<file path="config.mk">
export PLATFORM = sky130hd
export DESIGN_NAME = qrm_div_step
export DESIGN_NICKNAME = d
export VERILOG_FILES = /design/src/design/qrm_pkg.sv /design/src/design/qrm_div_step.sv
export SDC_FILE = /design/constraint.sdc
export NUM_CORES = 1
export LEC_CHECK = 0
export BUFFER_PORTS_ARGS = -buffer_cell sky130_fd_sc_hd__buf_2
export CAP_MARGIN = 5
export CELL_PAD_IN_SITES_DETAIL_PLACEMENT = 0
export CELL_PAD_IN_SITES_GLOBAL_PLACEMENT = 1
export CORE_AREA = 2 2 380 382
export CTS_BUF_LIST = sky130_fd_sc_hd__clkbuf_8
export CTS_CLUSTER_SIZE = 16
export DETAILED_ROUTE_END_ITERATION = 8
export DIE_AREA = 0 0 382 384
export HOLD_SLACK_MARGIN = 0.06
export PLACE_DENSITY_LB_ADDON = 0.1
export SLEW_MARGIN = 20
export SYNTH_ARGS = -nofsm -noshare
export SYNTH_HDL_FRONTEND = slang
export SYNTH_SLANG_ARGS = --single-unit
</file>
<file path="constraint.sdc">
create_clock -name clk_i -period 0.96 [get_ports clk_i]
set_input_delay 0.192 -clock clk_i [delete_from_list [all_inputs] [get_ports clk_i]]
set_output_delay 0.192 -clock clk_i [all_outputs]
set_load 0.02 [all_outputs]
</file>
<file path="src/design/qrm_pkg.sv">
// Package with the payload types, sizes and pipeline stage types of the rotation matrix block.
package qrm_pkg;

  localparam int unsigned WORD_W = 16;
  localparam int unsigned FRAC_B = 14;
  localparam int unsigned N_W    = 2 * WORD_W + 1;
  localparam int unsigned Q_W    = FRAC_B + 2;
  localparam int unsigned LANES  = 9;

  localparam logic signed [WORD_W-1:0] SMAX = {1'b0, {(WORD_W-1){1'b1}}};
  localparam logic signed [WORD_W-1:0] SMIN = {1'b1, {(WORD_W-1){1'b0}}};

  typedef struct packed {
    logic signed [WORD_W-1:0] quat_x;
    logic signed [WORD_W-1:0] quat_y;
    logic signed [WORD_W-1:0] quat_z;
    logic signed [WORD_W-1:0] quat_w;
  } quat_t;

  typedef struct packed {
    logic signed [WORD_W-1:0] r00;
    logic signed [WORD_W-1:0] r01;
    logic signed [WORD_W-1:0] r02;
    logic signed [WORD_W-1:0] r10;
    logic signed [WORD_W-1:0] r11;
    logic signed [WORD_W-1:0] r12;
    logic signed [WORD_W-1:0] r20;
    logic signed [WORD_W-1:0] r21;
    logic signed [WORD_W-1:0] r22;
    logic                     degenerate;
  } result_t;

  typedef struct packed {
    logic           neg;
    logic [N_W-1:0] rem;
    logic [Q_W-1:0] quo;
  } lane_t;

  typedef struct packed {
    logic                  valid;
    logic                  degen;
    logic [N_W-1:0]        norm;
    lane_t [LANES-1:0]     lane;
  } stage_t;

endpackage

</file>
<file path="src/design/qrm_div_step.sv">
// One restoring division step for all nine lanes, registered.
module qrm_div_step import qrm_pkg::*; (
  input  logic   clk_i,
  input  logic   rst_ni,
  input  stage_t stage_i,
  output stage_t stage_o
);

  stage_t stage_d, stage_q;
  logic   valid_q;

  always_comb begin
    logic [N_W:0] r2;
    stage_d = stage_i;
    for (int i = 0; i < LANES; i++) begin
      r2 = {stage_i.lane[i].rem, 1'b0};
      if (r2 >= {1'b0, stage_i.norm}) begin
        stage_d.lane[i].quo = {stage_i.lane[i].quo[Q_W-2:0], 1'b1};
        stage_d.lane[i].rem = N_W'(r2 - {1'b0, stage_i.norm});
      end else begin
        stage_d.lane[i].quo = {stage_i.lane[i].quo[Q_W-2:0], 1'b0};
        stage_d.lane[i].rem = r2[N_W-1:0];
      end
    end
  end

  always_ff @(posedge clk_i) begin
    stage_q <= stage_d;
  end

  always_ff @(posedge clk_i or negedge rst_ni) begin
    if (!rst_ni) begin
      valid_q <= 1'b0;
    end else begin
      valid_q <= stage_i.valid;
    end
  end

  always_comb begin
    stage_o       = stage_q;
    stage_o.valid = valid_q;
  end

endmodule

</file>
==> After elaboration in Yosys (flattened, before gate mapping) <==
Cells that the tools add are included.
{ "word_totals": {"wordCells": 66, "register_bits": 485, "output_inout_bits": 485, "input_bits": 487} }
{ "classes": {"n_mux": 9, "addsub": 9, "magnitude_cmp": 9} }
{ "ops": {"columns": ["operator", "n"], "rows": [
  ["49-bit two-way mux", 9],
  ["34-bit by 33-bit greater-or-equal comparator with 1-bit output", 9],
  ["33-bit subtractor", 9]
]} }

==> Depth between registers and ports, before layout <==
{ "logic_depth": {"ltp_word": 2, "depth_mapped": 14, "depth_no_buf": 12} }

==> Least setup slack after synthesis <==
No wires, ideal clock.
{ "synth_timing": {"path_type": "input port to flip-flop", "startpoint": "input port stage_i[452] (netlist bit)", "endpoint": "register stage_q (netlist bit stage_o[170])", "slack_ns": -2.056, "t_required_ns": 0.839, "setup_ns": 0.121, "stages": 12, "t_arrival_ns": 2.895, "path_cell_list": "inv_1 > ha_1 > nor2b_1 > o31a_1 > o31a_1 > or4_4 > a31oi_4 > o21ai_2 > a21oi_2 > nor2_2 > buf_6 > mux2_4"} }
{ "synth_lines": {"columns": ["element", "line", "text"], "rows": [
  ["start: declaration", "qrm_div_step.sv:5", "input stage_t stage_i,"],
  ["end signal: assignment", "qrm_div_step.sv:28", "stage_q <= stage_d;"],
  ["end: declaration", "qrm_div_step.sv:9", "stage_t stage_d, stage_q;"]
]} }

==> qor.csv <==
stage,metric,value,unit
drt,wire length per cell,23.3,microns
drt,Antenna Nets Post-Route,0,
power,Clk pwr share,26.7,%
drt,DRC Markers,0,
cts,clk buf depth,3,
cts,CTS H-tree lvls,3,
logic_synthesis,Synth area leaders,"dfxtp_1 34%, ha_1 13%, a21oi_1 5.3%, o21ai_0 4.5%, xnor2_1 4.3%",
sta,fmax,413,MHz
placed_design,gpl congestion,0.876,
logic_synthesis,post-synth net total,4027,
drt,DRT Pass-1 Iters,5,
drt,vias post-DR,36138,
logic_synthesis,Yosys top cell by area,dfxtp_1,
run_status,failing checks,"negative hold slack, negative setup slack",
critical_path,critical path data arrival time,3100,ps
floorplanning,initial core utilization,20.0,%
sta,Slew @ Worst Pin,499,ps
logic_synthesis,Synth Cell Area,28600,sq um
sta,RSZ-0062 raised after global routing,yes,
cts,clk slew on worst S/H paths,70,ps
floorplanning,die area,147000,sq um
critical_path,kind of critical path,input pin to flip-flop,
logic_synthesis,Synth Register Bits,485,
floorplanning,# rows,139,
power,Gate power share,46.0,%
cts,Num CTS Buffers,98,
placed_design,Area after DPL,45100,sq um
worst_hold_path,Hold Path Depth,2,
logic_synthesis,mean post-synth cell area,8.84,sq um
placed_design,Place WS,-2510,ps
power,NetSw,33.5,mW
run_status,status,finished with violations,
sta,WHS,-375,ps
critical_path,Critical Path RT,1640,ps
power,sw frac,37.0,%
cts,root buf cell,clkbuf_8,
floorplanning,Die H,384,microns
logic_synthesis,Synth async-reset ratio,0.206,%
worst_hold_path,Hold EP,stage_o[178],
sta,crit share post-route,252,%
layout,layout cells sized above 1,53.1,%
grt,largest net degree at the start of global routing,27,
sta,slew margin rel.,66.5,%
logic_synthesis,ys flop type,dfxtp_1,
sta,final setup margin,-1460,ps
cts,CTS Sinks,485,
logic_synthesis,Yosys top cell area share,33.9,%
grt,GRT Overall Usage,24.6,%
drt,Iter 0 DRT Violations,1656,
worst_hold_path,HP Class,input pin to flip-flop,
floorplanning,CORE AREA,143000,sq um
sta,Final Setup Violations,791,
sta,crit path time final,2420,ps
flow_run,Max Cap Viol,0,
sta,Final Hold Viols,49,
grt,grt ovf,0,
power,Internal Pwr Total,57.1,mW
drt,DR vias/cell,4.43,
critical_path,crit start category,input pin,
logic_synthesis,"EDFF count, synth",0,
floorplanning,die width,382,microns
floorplanning,Ports,972,
sta,"Slew Viols, Final",0,
grt,antenna violations before repair,60,
worst_hold_path,Worst Hold Launch,stage_i[177],
power,Pleak,28.5,nW
critical_path,critical-path maximum fanout,6,
logic_synthesis,Cells after Synth,3234,
power,"IR drop worst, VDD",0.00123,V
drt,final WL,190,mm
grt,vias in the first global route,37010,
layout,Final nets,6947,
power,Pwr Density,1480,nW/um^2
grt,first-pass GRT wire length,260,mm
cts,CTS tree,built,
power,Design Power,90.6,mW
logic_synthesis,Synth cell types,92,
logic_synthesis,sequential area share after synthesis,34.0,%
placed_design,HPWL after detailed placement,150,mm
layout,"Design Area, Final",61100,sq um
layout,area grow syn2layout,114,%
critical_path,element type at the critical path end,flip-flop,
logic_synthesis,warnings from Yosys,0,
power,Reg power frac,27.3,%
placed_design,port buffer count,962,
placed_design,placed cells,7149,
sta,Final TNS setup,-654710,ps
layout,fin cells,8150,
[cell type report]
type / instances / area [sq um]
Fill cell: 14347 / 81700
Timing Repair Buffer: 2930 / 23400
Multi-Input combinational cell: 2538 / 22900
Sequential cell: 485 / 9710
Tap cell: 1903 / 2380
Clock buffer: 123 / 1690
Inverter: 101 / 492
Clock inverter: 56 / 470
Antenna cell: 14 / 35.0
[sequential cells by signal, summed over array words and instances, names as in the netlist]
signal and flops:
stage_o 484, valid_q 1
[layer usage]
| layer | vias to the layer above | share of wire, % | track usage (%) |
|---|---|---|---|
| li1 | 17683 | - | - |
| met1 | 17150 | 41 | 29.3 |
| met2 | 1001 | 49 | 43.5 |
| met3 | 270 | 5.6 | 5.21 |
| met4 | 34 | 3.8 | 8.19 |
| met5 | - | 0.11 | 0 |
[cell families after synthesis]
family / after synthesis / synth area share, %
and+or+nand+nor: 838 / 14.0
buffers and inverters: 211 / 3.01
AOI/OAI and AO/OA: 1019 / 22.5
muxes: 126 / 5.30
adders and majority gates: 306 / 13.6
xor gates and xnor gates: 249 / 7.62
DFF: 485 / 34.0
[cells in the mapped netlist (24+ instances only)]
cell type  count
dfxtp_1      484
nor2b_1       34
inv_1        101
a21o_1       128
clkbuf_1      81
a211oi_1      24
mux2_4        28
nand4_1       64
nand2b_1      35
a31oi_1       28
nor3_1        44
mux2_2        82
and3_1        25
xnor2_1      142
a21oi_1      304
ha_1         297
nor2_1       191
o21ai_0      259
xor2_1       107
nand2_1      295
o21a_1        42
nand3_1       46
o21bai_1      40
[cell usage in the layout, fill, tap and decap left out, types with 23 or more instances in the layout]
| cell | n |
|---|---|
| a21oi_1 | 215 |
| nor2_4 | 35 |
| nor2b_1 | 24 |
| o21ai_1 | 63 |
| xnor2_1 | 132 |
| buf_12 | 85 |
| buf_8 | 31 |
| o21a_1 | 41 |
| ha_1 | 148 |
| nand3_1 | 34 |
| clkbuf_8 | 123 |
| mux2_4 | 105 |
| nand4_1 | 64 |
| nand2_2 | 51 |
| ha_4 | 143 |
| dlygate4sd3_1 | 607 |
| o211ai_1 | 23 |
| buf_4 | 1126 |
| o21ai_2 | 71 |
| nand2_1 | 199 |
| a21o_1 | 128 |
| nand2_4 | 45 |
| clkinv_2 | 25 |
| nor2_1 | 136 |
| buf_2 | 939 |
| inv_1 | 86 |
| dfxtp_1 | 484 |
| o21ai_0 | 121 |
| nor3_1 | 33 |
| a21oi_2 | 84 |
| nand2b_1 | 32 |
| buf_6 | 114 |
| xor2_1 | 106 |
| o21bai_1 | 36 |
[critical path: stages]
cell,delay (ps)
buf_2,90
dlygate4sd3_1,600
ha_1,330
and4_1,240
a31oi_2,230
o41ai_2,120
a21oi_2,190
nand2_1,120
nor4_4,240
o21a_4,220
buf_6,120
buf_12,120
mux2_4,290
[worst max-delay path by stage]
stage,startpoint,end,slack [ps],cells past startpoint
after floorplan,stage_i[455],stage_o[146],-2010,11
after global placement,stage_i[450],stage_o[93],-2490,13
after detailed placement,stage_i[467],stage_o[422],-2510,13
after CTS,stage_i[456],stage_o[194],-1340,16
after global routing,stage_i[141],stage_o[130],-1460,13
final,stage_i[141],stage_o[130],-1460,13
[through the flow]
| stage | utilization (%) | hold WS (ps) |
|---|---|---|
| 2_1_floorplan | - | -104 |
| 3_3_place_gp | 31.6 | -33.6 |
| 3_5_place_dp | 31.6 | -30.4 |
| 4_1_cts | 40.1 | -566 |
| 5_1_grt | 42.8 | -428 |
| 6_report | 42.8 | -375 |
[repair_timing]
item	CTS	global route
hold endpoints to repair	481	183
pin swaps	161	232
cloned	26	12
hold buffers	562	112
gates resized for setup	618	641
setup buffers	124	76
setup endpoints to repair	791	791
[power groups by stage]
stage	sequential [mW]	combinational [mW]	clock, mW
CTS	24.8	38.9	25.1
finish	24.7	41.7	24.2
global route	25.0	44.5	25.9
floorplan	28.7	12.3	0
detailed placement	25.2	32.8	0
global placement	25.2	33.0	0
No activity file was read; power rests on OpenSTA's default activity.
